--- src/hw/rtl/vrfs_pkg.sv ---
// Shared types, character codes and matcher functions for the variant record field scanner.
package vrfs_pkg;

  typedef logic [7:0] byte_t;
  typedef logic [2:0] match_t;

  // Character codes used by the scanner.
  localparam byte_t CH_HASH  = 8'h23;
  localparam byte_t CH_PLUS  = 8'h2B;
  localparam byte_t CH_MINUS = 8'h2D;
  localparam byte_t CH_ZERO  = 8'h30;
  localparam byte_t CH_NINE  = 8'h39;
  localparam byte_t CH_SPACE = 8'h20;
  localparam byte_t CH_TAB   = 8'h09;
  localparam byte_t CH_CR    = 8'h0D;
  localparam byte_t CH_EQ    = 8'h3D;
  localparam byte_t CH_LT    = 8'h3C;
  localparam byte_t CH_GT    = 8'h3E;
  localparam byte_t CH_S     = 8'h53;
  localparam byte_t CH_U     = 8'h55;
  localparam byte_t CH_P     = 8'h50;
  localparam byte_t CH_V     = 8'h56;
  localparam byte_t CH_L     = 8'h4C;
  localparam byte_t CH_E     = 8'h45;
  localparam byte_t CH_N     = 8'h4E;
  localparam byte_t CH_D     = 8'h44;
  localparam byte_t CH_I     = 8'h49;

  // Pattern lengths.
  localparam match_t SUP_LEN   = 3'd4;
  localparam match_t SVLEN_LEN = 3'd6;
  localparam match_t TAG_LEN   = 3'd5;
  localparam int     NUM_TAGS  = 3;

  // Tag indexes, in priority order.
  localparam logic [1:0] TAG_DEL = 2'd0;
  localparam logic [1:0] TAG_INS = 2'd1;
  localparam logic [1:0] TAG_INV = 2'd2;

  // Result kind codes.
  localparam logic [1:0] KIND_NONE = 2'd0;
  localparam logic [1:0] KIND_DEL  = 2'd1;
  localparam logic [1:0] KIND_INS  = 2'd2;
  localparam logic [1:0] KIND_INV  = 2'd3;

  // Number magnitude saturates at 2^31 so that the negative limit is exact.
  localparam logic [31:0] MAG_LIMIT = 32'h8000_0000;
  localparam logic [31:0] POS_MAX   = 32'h7FFF_FFFF;

  typedef enum logic [2:0] {
    PH_KEY,    // waiting for the key
    PH_SPACE,  // key seen, skipping leading white space
    PH_SIGN,   // sign taken, digits must follow
    PH_DIGIT,  // inside the digit run
    PH_DONE    // number finished
  } num_phase_t;

  // Per-byte controls from the top level to a number parser.
  typedef struct packed {
    logic take;     // a byte is accepted this cycle
    logic clear;    // that byte ends the record
    logic key_hit;  // the key matcher completes on that byte
  } scan_ctl_t;

  function automatic byte_t sup_char(match_t k);
    byte_t c;
    case (k)
      3'd0:    c = CH_S;
      3'd1:    c = CH_U;
      3'd2:    c = CH_P;
      3'd3:    c = CH_EQ;
      default: c = 8'h00;
    endcase
    return c;
  endfunction

  function automatic byte_t svlen_char(match_t k);
    byte_t c;
    case (k)
      3'd0:    c = CH_S;
      3'd1:    c = CH_V;
      3'd2:    c = CH_L;
      3'd3:    c = CH_E;
      3'd4:    c = CH_N;
      3'd5:    c = CH_EQ;
      default: c = 8'h00;
    endcase
    return c;
  endfunction

  function automatic byte_t tag_char(logic [1:0] t, match_t k);
    byte_t c;
    c = 8'h00;
    case (k)
      3'd0: c = CH_LT;
      3'd1: begin
        case (t)
          TAG_DEL: c = CH_D;
          default: c = CH_I;
        endcase
      end
      3'd2: begin
        case (t)
          TAG_DEL: c = CH_E;
          default: c = CH_N;
        endcase
      end
      3'd3: begin
        case (t)
          TAG_DEL: c = CH_L;
          TAG_INS: c = CH_S;
          default: c = CH_V;
        endcase
      end
      3'd4:    c = CH_GT;
      default: c = 8'h00;
    endcase
    return c;
  endfunction

  // One matcher step. On a mismatch the byte is rechecked as a first character.
  function automatic match_t advance(match_t k, match_t len, byte_t expect_ch,
                                     byte_t first_ch, byte_t ch);
    match_t r;
    if (k < len && ch == expect_ch) begin
      r = k + 3'd1;
    end else if (ch == first_ch) begin
      r = 3'd1;
    end else begin
      r = 3'd0;
    end
    return r;
  endfunction

endpackage

--- src/hw/rtl/vrfs_num_parser.sv ---
// Signed decimal parser that follows one key, in the manner of atoi, with saturation.
module vrfs_num_parser
  import vrfs_pkg::*;
(
  input  logic               clk,
  input  logic               rst_n,
  input  scan_ctl_t          ctl,
  input  byte_t              text_byte,
  output logic               idle,       // still waiting for the key
  output logic signed [31:0] value_upd   // value including the current byte
);

  num_phase_t  phase_r, phase_nxt, phase_upd;
  logic        neg_r, neg_nxt, neg_upd;
  logic [31:0] mag_r, mag_nxt, mag_upd;

  logic        is_digit;
  logic        is_space;
  logic        is_sign;
  logic [34:0] prod;
  logic [31:0] mag_dig;

  assign is_digit = (text_byte >= CH_ZERO) && (text_byte <= CH_NINE);
  assign is_space = (text_byte == CH_SPACE) ||
                    ((text_byte >= CH_TAB) && (text_byte <= CH_CR));
  assign is_sign  = (text_byte == CH_PLUS) || (text_byte == CH_MINUS);

  // mag * 10 + digit, clamped at 2^31.
  assign prod    = {mag_r, 3'b000} + {2'b00, mag_r, 1'b0} + {31'd0, text_byte[3:0]};
  assign mag_dig = (prod > {3'b000, MAG_LIMIT}) ? MAG_LIMIT : prod[31:0];

  assign idle = (phase_r == PH_KEY);

  // Phase sequencing.
  always_comb begin
    phase_upd = phase_r;
    case (phase_r)
      PH_KEY: begin
        if (ctl.key_hit) begin
          phase_upd = PH_SPACE;
        end
      end
      PH_SPACE: begin
        if (is_sign) begin
          phase_upd = PH_SIGN;
        end else if (is_digit) begin
          phase_upd = PH_DIGIT;
        end else if (!is_space) begin
          phase_upd = PH_DONE;
        end
      end
      PH_SIGN, PH_DIGIT: begin
        phase_upd = is_digit ? PH_DIGIT : PH_DONE;
      end
      default: phase_upd = phase_r;
    endcase

    if (!ctl.take) begin
      phase_nxt = phase_r;
    end else if (ctl.clear) begin
      phase_nxt = PH_KEY;
    end else begin
      phase_nxt = phase_upd;
    end
  end

  // Sign and magnitude.
  always_comb begin
    neg_upd = neg_r;
    mag_upd = mag_r;
    case (phase_r)
      PH_SPACE: begin
        if (is_sign) begin
          neg_upd = (text_byte == CH_MINUS);
        end else if (is_digit) begin
          mag_upd = mag_dig;
        end
      end
      PH_SIGN, PH_DIGIT: begin
        if (is_digit) begin
          mag_upd = mag_dig;
        end
      end
      default: begin
        neg_upd = neg_r;
        mag_upd = mag_r;
      end
    endcase

    if (!ctl.take) begin
      neg_nxt = neg_r;
      mag_nxt = mag_r;
    end else if (ctl.clear) begin
      neg_nxt = 1'b0;
      mag_nxt = '0;
    end else begin
      neg_nxt = neg_upd;
      mag_nxt = mag_upd;
    end
  end

  always_comb begin
    if (neg_upd) begin
      value_upd = $signed(32'd0 - mag_upd);
    end else if (mag_upd[31]) begin
      value_upd = $signed(POS_MAX);
    end else begin
      value_upd = $signed(mag_upd);
    end
  end

  always_ff @(posedge clk) begin
    if (!rst_n) begin
      phase_r <= PH_KEY;
      neg_r   <= 1'b0;
      mag_r   <= '0;
    end else begin
      phase_r <= phase_nxt;
      neg_r   <= neg_nxt;
      mag_r   <= mag_nxt;
    end
  end

endmodule

--- src/hw/rtl/variant_record_field_scanner.sv ---
// Top level of the variant record field scanner: matchers, header flag and result register.
//
// The block reads one text record a byte at a time on the in_ stream: in_tdata carries the
// character and in_tlast marks the last byte of the record. It looks for the first "SUP="
// and the first "SVLEN=" and parses the signed decimal after each, notes whether "<DEL>",
// "<INS>" or "<INV>" occurs (DEL first, then INS, then INV), and flags records that begin
// with '#'. One result item leaves on the out_ stream for each record, in the cycle after its
// last byte is accepted; bytes that are not last produce nothing.
// Every byte is handled in the cycle it is accepted, so the block takes one byte per cycle
// unless a last byte is held off. The result waits in an output register. While it waits,
// further bytes of the next record are still accepted; only a last byte is held off, and
// only while the previous result is still untaken and out_tready is low.
// Synchronous reset (rst_n low) clears all matchers, parsers and the output valid; the
// next accepted byte is treated as the first byte of a record.
module variant_record_field_scanner
  import vrfs_pkg::*;
(
  input  logic        clk,
  input  logic        rst_n,
  input  logic        in_tvalid,
  output logic        in_tready,
  input  logic [7:0]  in_tdata,   // [7:0] text_byte
  input  logic        in_tlast,   // line_end
  output logic        out_tvalid,
  input  logic        out_tready,
  output logic [63:0] out_tdata,  // [31:0] support_value, [63:32] length_value
  output logic [2:0]  out_tuser   // [0] is_header, [2:1] call_kind
);

  logic take;
  logic last_take;
  logic out_free;

  // The output register can take a new result when empty or being drained this cycle.
  assign out_free  = !out_tvalid || out_tready;
  assign in_tready = out_free || !in_tlast;
  assign take      = in_tvalid && in_tready;
  assign last_take = take && in_tlast;

  // Header detection on the first byte of each record.
  logic first_r, first_nxt;
  logic header_r, header_nxt, header_upd;

  assign header_upd = first_r ? (in_tdata == CH_HASH) : header_r;

  always_comb begin
    first_nxt  = first_r;
    header_nxt = header_r;
    if (last_take) begin
      first_nxt  = 1'b1;
      header_nxt = 1'b0;
    end else if (take) begin
      first_nxt  = 1'b0;
      header_nxt = header_upd;
    end
  end

  // Key matchers. Each runs only until its parser has seen the key.
  match_t sup_match_r, sup_match_nxt, sup_step;
  match_t svlen_match_r, svlen_match_nxt, svlen_step;
  logic   sup_idle, svlen_idle;
  logic   sup_hit, svlen_hit;

  assign sup_step   = advance(sup_match_r, SUP_LEN, sup_char(sup_match_r), CH_S, in_tdata);
  assign svlen_step = advance(svlen_match_r, SVLEN_LEN, svlen_char(svlen_match_r), CH_S,
                              in_tdata);
  assign sup_hit    = sup_idle && (sup_step == SUP_LEN);
  assign svlen_hit  = svlen_idle && (svlen_step == SVLEN_LEN);

  always_comb begin
    sup_match_nxt   = sup_match_r;
    svlen_match_nxt = svlen_match_r;
    if (last_take) begin
      sup_match_nxt   = '0;
      svlen_match_nxt = '0;
    end else if (take) begin
      if (sup_idle) begin
        sup_match_nxt = sup_hit ? 3'd0 : sup_step;
      end
      if (svlen_idle) begin
        svlen_match_nxt = svlen_hit ? 3'd0 : svlen_step;
      end
    end
  end

  // Tag matchers, one per tag, each restarting after a full match.
  match_t          tag_match_r [NUM_TAGS];
  match_t          tag_match_nxt [NUM_TAGS];
  match_t          tag_step [NUM_TAGS];
  logic [NUM_TAGS-1:0] tag_hit;
  logic [NUM_TAGS-1:0] found_r, found_nxt, found_upd;

  always_comb begin
    for (int t = 0; t < NUM_TAGS; t++) begin
      tag_step[t] = advance(tag_match_r[t], TAG_LEN, tag_char(2'(t), tag_match_r[t]), CH_LT,
                            in_tdata);
      tag_hit[t]  = (tag_step[t] == TAG_LEN);
      if (last_take) begin
        tag_match_nxt[t] = '0;
      end else if (take) begin
        tag_match_nxt[t] = tag_hit[t] ? 3'd0 : tag_step[t];
      end else begin
        tag_match_nxt[t] = tag_match_r[t];
      end
    end
  end

  assign found_upd = found_r | tag_hit;

  always_comb begin
    if (last_take) begin
      found_nxt = '0;
    end else if (take) begin
      found_nxt = found_upd;
    end else begin
      found_nxt = found_r;
    end
  end

  logic [1:0] kind_upd;

  always_comb begin
    if (found_upd[TAG_DEL]) begin
      kind_upd = KIND_DEL;
    end else if (found_upd[TAG_INS]) begin
      kind_upd = KIND_INS;
    end else if (found_upd[TAG_INV]) begin
      kind_upd = KIND_INV;
    end else begin
      kind_upd = KIND_NONE;
    end
  end

  // Number parsers behind each key.
  scan_ctl_t          sup_ctl, svlen_ctl;
  logic signed [31:0] sup_value, svlen_value;

  assign sup_ctl   = '{take: take, clear: in_tlast, key_hit: sup_hit};
  assign svlen_ctl = '{take: take, clear: in_tlast, key_hit: svlen_hit};

  vrfs_num_parser u_sup_parser (
    .clk       (clk),
    .rst_n     (rst_n),
    .ctl       (sup_ctl),
    .text_byte (in_tdata),
    .idle      (sup_idle),
    .value_upd (sup_value)
  );

  vrfs_num_parser u_svlen_parser (
    .clk       (clk),
    .rst_n     (rst_n),
    .ctl       (svlen_ctl),
    .text_byte (in_tdata),
    .idle      (svlen_idle),
    .value_upd (svlen_value)
  );

  // Result register.
  logic        out_valid_r, out_valid_nxt;
  logic [63:0] out_data_r, out_data_nxt;
  logic [2:0]  out_user_r, out_user_nxt;

  always_comb begin
    out_valid_nxt = out_valid_r;
    out_data_nxt  = out_data_r;
    out_user_nxt  = out_user_r;
    if (last_take) begin
      out_valid_nxt = 1'b1;
      out_data_nxt  = {svlen_value, sup_value};
      out_user_nxt  = {kind_upd, header_upd};
    end else if (out_tready) begin
      out_valid_nxt = 1'b0;
    end
  end

  assign out_tvalid = out_valid_r;
  assign out_tdata  = out_data_r;
  assign out_tuser  = out_user_r;

  always_ff @(posedge clk) begin
    if (!rst_n) begin
      first_r       <= 1'b1;
      header_r      <= 1'b0;
      sup_match_r   <= '0;
      svlen_match_r <= '0;
      found_r       <= '0;
      out_valid_r   <= 1'b0;
      for (int t = 0; t < NUM_TAGS; t++) begin
        tag_match_r[t] <= '0;
      end
    end else begin
      first_r       <= first_nxt;
      header_r      <= header_nxt;
      sup_match_r   <= sup_match_nxt;
      svlen_match_r <= svlen_match_nxt;
      found_r       <= found_nxt;
      out_valid_r   <= out_valid_nxt;
      for (int t = 0; t < NUM_TAGS; t++) begin
        tag_match_r[t] <= tag_match_nxt[t];
      end
    end
  end

  always_ff @(posedge clk) begin
    out_data_r <= out_data_nxt;
    out_user_r <= out_user_nxt;
  end

endmodule

--- config.mk ---
export PLATFORM = sky130hd
export DESIGN_NAME = variant_record_field_scanner
export DESIGN_NICKNAME = d
export VERILOG_FILES = /design/src/hw/rtl/vrfs_pkg.sv /design/src/hw/rtl/vrfs_num_parser.sv /design/src/hw/rtl/variant_record_field_scanner.sv
export SDC_FILE = /design/constraint.sdc
export NUM_CORES = 1
export LEC_CHECK = 0
export BUFFER_PORTS_ARGS = -buffer_cell sky130_fd_sc_hd__buf_4
export CAP_MARGIN = 0
export CELL_PAD_IN_SITES_DETAIL_PLACEMENT = 1
export CELL_PAD_IN_SITES_GLOBAL_PLACEMENT = 1
export CORE_AREA = 10 10 244 177
export DETAILED_ROUTE_END_ITERATION = 8
export DIE_AREA = 0 0 254 187
export PLACE_DENSITY = 0.73
export SETUP_SLACK_MARGIN = 0.02
export SLEW_MARGIN = 20
export SYNTH_ARGS = -nofsm -noshare
export SYNTH_HDL_FRONTEND = slang
export SYNTH_HIERARCHICAL = 1
export SYNTH_SLANG_ARGS = --single-unit
--- constraint.sdc ---
create_clock -name clk -period 5.4 [get_ports clk]
set_input_delay 0.54 -clock clk [delete_from_list [all_inputs] [get_ports clk]]
set_output_delay 0.54 -clock clk [all_outputs]
set_load 0.005 [all_outputs]
== Yosys cells after proc, flatten, opt, wreduce, memory -nomap -nowiden ==
Memory sizes are Yosys's and may differ from the RTL's.
Index checks and enable logic that the tools add are counted.

* Logic and storage cells: 186
* Register bits after elaboration: 151
* Bits in writable memories: 9
* Input port bits: 13
* Memories kept: 1
* Output and inout port bits: 69

* Eq/ne operators: 46
* Order comparisons: 11
* Mux-type cells: 63
* Bitwise operators: 5
* Reduce and logical (&&, ||, !) cells: 34
* $add $sub $neg: 11

{| class="wikitable"
|+ Memories
! name !! depth !! width !! read ports !! clocked after memory_dff !! wr ports !! RTL line !! RTL
|-
| tag_match_r || 3 || 3 || 3 || 0 || 3 || variant_record_field_scanner.sv:87 || <nowiki>match_t tag_match_r [NUM_TAGS];</nowiki>
|}

{| class="wikitable"
|+ Operator list
! cell !! number
|-
| two-way mux 32 bit || 10
|-
| one-hot mux 32 bit (2 select lines) || 2
|-
| one-hot mux 7 bit (5 select lines) || 3
|-
| two-way mux 3 bit || 27
|-
| adder 35 x 33 -> 35 bit || 2
|-
| adder 35 x 4 -> 35 bit || 2
|-
| > comparator 35 x 32 -> 1 bit (second input constant) || 2
|-
| subtractor 1 x 32 -> 32 bit (first input constant) || 2
|-
| two-way mux 31 bit || 2
|-
| == test 3 x 2 -> 1 bit (second input constant) || 14
|-
| one-hot mux 7 bit (6 select lines) || 1
|-
| == test 8 x 6 -> 1 bit (second input constant) || 5
|-
| == test 8 bit || 5
|-
| == test 3 bit (second input constant) || 10
|-
| one-hot mux 7 bit (4 select lines) || 1
|-
| == test 3 x 1 -> 1 bit (second input constant) || 7
|-
| zero test 3 bit || 7
|-
| one-hot mux 3 bit (3 select lines) || 2
|-
| adder 3 x 1 -> 3 bit (second input constant) || 5
|-
| less-than comparator 3 bit (second input constant) || 5
|-
| two-way mux 1 bit || 13
|-
| logical AND 1 bit || 11
|-
| inequality test 5 x 4 -> 1 bit (second input constant) || 2
|-
| == test 8 x 7 -> 1 bit (second input constant) || 1
|-
| 16 further kinds || 29
|}

== Logic depth before layout (Yosys ltp) ==
An unclocked memory read counts as a cell.

* Depth after elaboration: 11
* Mapped depth: 22

== Cells and area by module ==
Netlist, hierarchy kept.

{| class="wikitable"
|+ By module, submodules not included
! module !! sequential area each (sq um) !! instances !! area each (sq um) !! cells each
|-
| vrfs_num_parser (u_svlen_parser) || 720.7 || 1 || 6,124.6 || 834
|-
| vrfs_num_parser (u_sup_parser) || 720.7 || 1 || 5,929.4 || 831
|-
| variant_record_field_scanner || 2,432.3 || 1 || 4,277.9 || 368
|}

== Worst setup path after synthesis ==
Ideal clock, no wire load.

* Path kind: input to register
* From: input in_tdata[3]
* To: register out_data_r[16], in the netlist out_tdata[16] (data pin)
* Setup time: 0.254 ns
* Slack: -0.404 ns
* Stages: 21
* Arrival time: 5.550 ns
* Path through: inv_1 fa_1 fa_1 nor2b_1 o31ai_4 a21boi_1 nor2_1 xnor2_1 or3_1 or4_1 or4b_4 a211oi_2 buf_4 buf_2 a22oi_1 ha_1 o21ai_0 nand2b_1 a2111o_1 o21bai_1 a21o_1

* Cells in the longest elaborated chain, start to end: 8
* Elaborated cells between the ends (all ways): 17

{| class="wikitable"
|+ RTL lines
! item !! RTL line !! RTL
|-
| start: declaration || variant_record_field_scanner.sv:22 || <nowiki>input logic [7:0] in_tdata,</nowiki>
|-
| adder 35 x 4 -> 35 bit || vrfs_num_parser.sv:29 || <nowiki>assign prod = {mag_r, 3'b000} + {2'b00, mag_r, 1'b0} + {31'd0, text_byte[3:0]};</nowiki>
|-
| > comparator 35 x 32 -> 1 bit || vrfs_num_parser.sv:30 || <nowiki>assign mag_dig = (prod > {3'b000, MAG_LIMIT}) ? MAG_LIMIT : prod[31:0];</nowiki>
|-
| two-way mux 32 bit || vrfs_num_parser.sv:30 ||
|-
| two-way mux 32 bit || vrfs_num_parser.sv:75, vrfs_num_parser.sv:80 ||
|-
| two-way mux 32 bit || vrfs_num_parser.sv:73 || <nowiki>if (is_sign) begin</nowiki>
|-
| one-hot mux 32 bit (2 select lines) || vrfs_num_parser.sv:71 || <nowiki>case (phase_r)</nowiki>
|-
| subtractor 1 x 32 -> 32 bit / two-way mux 31 bit (equally long branches) || vrfs_num_parser.sv:104, vrfs_num_parser.sv:105 ||
|-
| two-way mux 32 bit (*) || vrfs_num_parser.sv:103 || <nowiki>if (neg_upd) begin</nowiki>
|-
| net sup_value[16] || variant_record_field_scanner.sv:136 || <nowiki>logic signed [31:0] sup_value, svlen_value;</nowiki>
|-
| end signal: assignment || variant_record_field_scanner.sv:206 || <nowiki>out_data_r <= out_data_nxt;</nowiki>
|-
| end: declaration || variant_record_field_scanner.sv:161 || <nowiki>logic [63:0] out_data_r, out_data_nxt;</nowiki>
|}

The timed path passes the listed nets; every way through them passes the cells marked *.
A chain may end at the register's enable or synchronous reset.

== Final worst setup path ==
* From: register u_sup_parser.mag_r[2]
* To: register out_data_r[22], in the netlist out_tdata[22] (data pin)

* Cells in the longest elaborated chain, start to end: 9
* Elaborated cells between the ends (all ways): 10

{| class="wikitable"
|+ RTL lines
! item !! RTL line !! RTL
|-
| start: declaration || vrfs_num_parser.sv:15 || <nowiki>logic [31:0] mag_r, mag_nxt, mag_upd;</nowiki>
|-
| start signal: assignment || vrfs_num_parser.sv:120 || <nowiki>mag_r <= mag_nxt;</nowiki>
|-
| adder 35 x 33 -> 35 bit || vrfs_num_parser.sv:29 ||
|-
| adder 35 x 4 -> 35 bit || vrfs_num_parser.sv:29 ||
|-
| > comparator 35 x 32 -> 1 bit || vrfs_num_parser.sv:30 ||
|-
| two-way mux 32 bit || vrfs_num_parser.sv:30 ||
|-
| two-way mux 32 bit || vrfs_num_parser.sv:75, vrfs_num_parser.sv:80 ||
|-
| two-way mux 32 bit || vrfs_num_parser.sv:73 ||
|-
| one-hot mux 32 bit (2 select lines) (*) || vrfs_num_parser.sv:71 ||
|-
| subtractor 1 x 32 -> 32 bit / two-way mux 31 bit (equally long branches) || vrfs_num_parser.sv:104, vrfs_num_parser.sv:105 ||
|-
| two-way mux 32 bit (*) || vrfs_num_parser.sv:103 ||
|-
| net sup_value[22] || variant_record_field_scanner.sv:136 ||
|}

Marks and branches as above.

==> flow_metrics.py <==
metrics = {
    "cts": {
        "clk_latency_ns": 0.46,
        "cts_sinks": 160,
        "tritoncts": "built",
        "clk_pin_slew_ns": 0.07,
        "clock_tree.buffer_depth": 2,
        "cts_root_buf": "clkbuf_16",
        "numCtsBuffers": 17,
        "ctsHtreeMaxLevel": 4,
    },
    "setup_path": {
        "max_stage_delay_ns": 0.55,
        "reg2reg_from": "u_sup_parser/mag_r[2]",
        "endpoint_kind": "flop",
        "worstPathArrival_ns": 5.54,
        "cp_slowest_cell": "or4_4",
        "path_cells": "inv_2, fa_2, fa_2, nor2b_4, o31a_1, o21ai_1, o21ai_2, xor2_1, or3_1, or4_4, or4b_4, a211oi_4, buf_6, a22oi_2, ha_2, o21ai_2, nand2b_4, buf_6, a2111oi_4, a211oi_2, a211oi_1",
        "start_kind": "flop",
        "crit_fanout": 5,
        "crit_start": "u_sup_parser/mag_r[2]",
        "crit_family": "simple AND/OR/NAND/NOR gates",
        "path_class": "reg -> reg",
        "cp_num_buf_inv": 3,
        "required_ns": 5.58,
    },
    "logic_synthesis": {
        "synth_area_leader_cell": "edfxtp_1",
        "ys.flop_type": "dfxtp_1",
        "syn_nets": 2203,
        "yosysMostFrequentCell": "a21oi_1",
        "async_flop_share_pct": 0,
        "synthDistinctLibCells": 114,
        "seq_area_frac_synth_pct": 23.7,
        "syn_area_per_cell_um2": 8.03,
        "synth.area.top_cells": "edfxtp_1 (12%), ha_1 (12%), dfxtp_1 (11%)",
        "ys_warn_count": 6,
        "synth-edff-count": 67,
        "synth_top_area_share_pct": 12.3,
        "yosys-top-cells-count": "a21oi_1 (154), ha_1 (153), nand2_1 (135), nor2_1 (133), o21ai_0 (114)",
        "synth_area_mm2": 0.0163,
        "synth_cells": 2033,
        "ys_ff_latch": 160,
    },
    "route": {
        "wirelength_um": 70800,
        "vias": 18600,
        "dr.pass1.iters": 6,
        "drc_errors": 0,
        "vias_per_cell": 6.41,
        "wl_per_cell_um": 24.5,
        "drt_iter0_markers": 1826,
        "ant_nets": 0,
    },
    "floorplan": {
        "die_w_um": 254,
        "initial_core_util_pct": 42.1,
        "io_pins": 82,
        "design.core.area_mm2": 0.0388,
        "die-height_um": 187,
        "fp-row-count": 61,
        "die_area_mm2": 0.0475,
    },
    "status": {
        "status": "finished clean",
    },
    "min_path": {
        "hp-start": "in_tvalid",
        "hold_path_class": "in -> reg",
    },
    "global_route": {
        "antenna_found_initial": 1,
        "grt_pass1_vias": 18500,
        "grt_max_degree": 76,
        "grt-ovfl-total": 0,
        "grt.total_usage_pct": 28.6,
        "grt_pass1_wl_um": 108000,
    },
    "cells_and_area": {
        "multi_input_area_mm2": 0.0121,
        "layout.cells.non_filler": 2892,
        "final_util_pct": 53.9,
        "regArea_mm2": 0.00388,
        "antenna_cells": 0,
        "drive_gt1_share_pct": 26.2,
        "fill_cells": 4676,
        "area_delta_synth_final_pct": 28.1,
        "stdcell_area_mm2": 0.0209,
        "fin_nets": 2545,
    },
    "power_and_ir_drop": {
        "max-vdd-ir-drop_mv": 0.228,
        "clkPwrFrac_pct": 45.2,
        "seq_power_share_pct": 46.2,
        "leakagePower_nw": 9.01,
        "swShare_pct": 28.9,
        "p_comb_share_pct": 8.6,
        "power.total_mw": 2.79,
        "p_sw_mw": 0.805,
        "p_per_area_mw_per_mm2": 133,
        "p_int_mw": 1.99,
    },
    "sta": {
        "finalSetupTns_ns": 0,
        "finalSetupViolCount": 0,
        "clock.fmax_mhz": 187,
        "max-slew-margin-rel_pct": 25.2,
        "rsz0062_at_grt": "yes",
        "finalCritPeriodShare_pct": 99.2,
        "hold_viol_final": 0,
        "period_needed_ns": 5.36,
        "skew_ns": 0.0138,
        "worst_pin_slew_ns": 1.12,
        "finalMaxSlewViolations": 0,
    },
    "placement": {
        "place_congestion": 0.993,
        "hpwl_um": 53700,
        "portBuffers": 81,
        "dp.cells": 2828,
        "placed_area_mm2": 0.0196,
    },
    "job": {
        "cap_viol_max_count": 0,
    },
}
## sequential cells by signal (all words and copies together) (netlist names), 9 cells and up
name / flops
out_tdata: 64
tag_match_r: 9
u_svlen_parser/mag_r: 32
u_sup_parser/mag_r: 32
## cells by family (layout without fill, tap and decap cells)
| group | Yosys count | count (layout) | share of synthesized area (%) |
|---|---|---|---|
| and+or+nand+nor | 694 | 694 | 23.3 |
| DFF | 160 | 160 | 23.7 |
| xor gates and xnor gates | 83 | 83 | 4.45 |
| adders and majority gates | 157 | 157 | 12.2 |
| buffers and inverters | 210 | 565 | 5.45 |
| AOI/OAI and AO/OA | 717 | 717 | 30.1 |
| muxes | 12 | 12 | 0.758 |
## layout make-up
class / count / area share [%]
clock buffers: 17 / 2.03
repair buffers: 432 / 15.9
well taps: 504 / 3.02
multi-input cells: 1663 / 57.9
flip-flops and latches: 160 / 18.6
inverters: 101 / 1.81
clock inverters: 15 / 0.814
## power groups by stage
stage | clock, mW | combinational [mW] | sequential (mW)
after global routing | 1.33 | 0.259 | 1.29
after CTS | 1.27 | 0.234 | 1.29
after detailed placement | 0 | 0.231 | 1.32
after global placement | 0 | 0.222 | 1.32
after floorplan | 0 | 0.114 | 1.31
final | 1.26 | 0.241 | 1.29
## what timing repair did
action                                  CTS  global route
hold buffers                              0             0
endpoints found under the setup margin   26            49
pin swaps                                20            47
setup buffers                            13            19
resized for setup                        36            88
## metrics by stage
step | worst slack, ns | hold slack (ns)
4_1_cts | 0.0208 | 0.357
5_1_grt | -0.0934 | 0.378
3_5_place_dp | -0.781 | 0.458
6_report | 0.0413 | 0.374
3_3_place_gp | -0.433 | 0.442
2_1_floorplan | 0.0212 | 0.431
## placed cells by master (no fill, tap or decap), types with 19 or more instances in the layout
cell type / netlist / final
o211ai_1: 25 / 25
o22ai_1: 58 / 58
a21oi_1: 154 / 143
inv_1: 100 / 96
buf_4: 3 / 423
nor2_1: 133 / 128
nand2_1: 135 / 135
nand3_1: 45 / 45
xnor2_1: 53 / 50
nor3_1: 57 / 53
or3_1: 28 / 26
a22oi_1: 64 / 61
nor2b_1: 41 / 40
nand4_1: 34 / 34
o21ai_0: 114 / 98
and3_1: 21 / 21
nand2b_1: 23 / 19
a21o_1: 20 / 20
edfxtp_1: 67 / 67
ha_1: 153 / 148
and2_1: 67 / 66
xor2_1: 30 / 28
a31oi_1: 28 / 27
dfxtp_1: 93 / 85
a211oi_1: 32 / 26
## worst paths after layout
check                        to  slack [ns]  cells after the start
setup / recovery  out_tdata[22]        0.04                     21
setup reg to reg  out_tdata[22]        0.04                     21
hold reg to reg         first_r        0.47                      2
hold / removal       out_tvalid        0.37                      3
## metal layers
layer / part of all wire [%] / GRT usage [%] / up-vias
met2: 42 / 41.8 / 795
met4: 1.7 / 6.55 / 0
met3: 8.9 / 6.72 / 94
li1: - / - / 8438
met1: 47 / 41.3 / 9223
met5: 0 / 0 / -
## tightest hold or removal path, delay by kind of cell
family	cells	cell delay [ns]
buffers and inverters	1	0.10
AND/OR/NAND/NOR	1	0.09
AO/OA/AOI/OAI	1	0.06
Power figures use the tool's default switching activity.
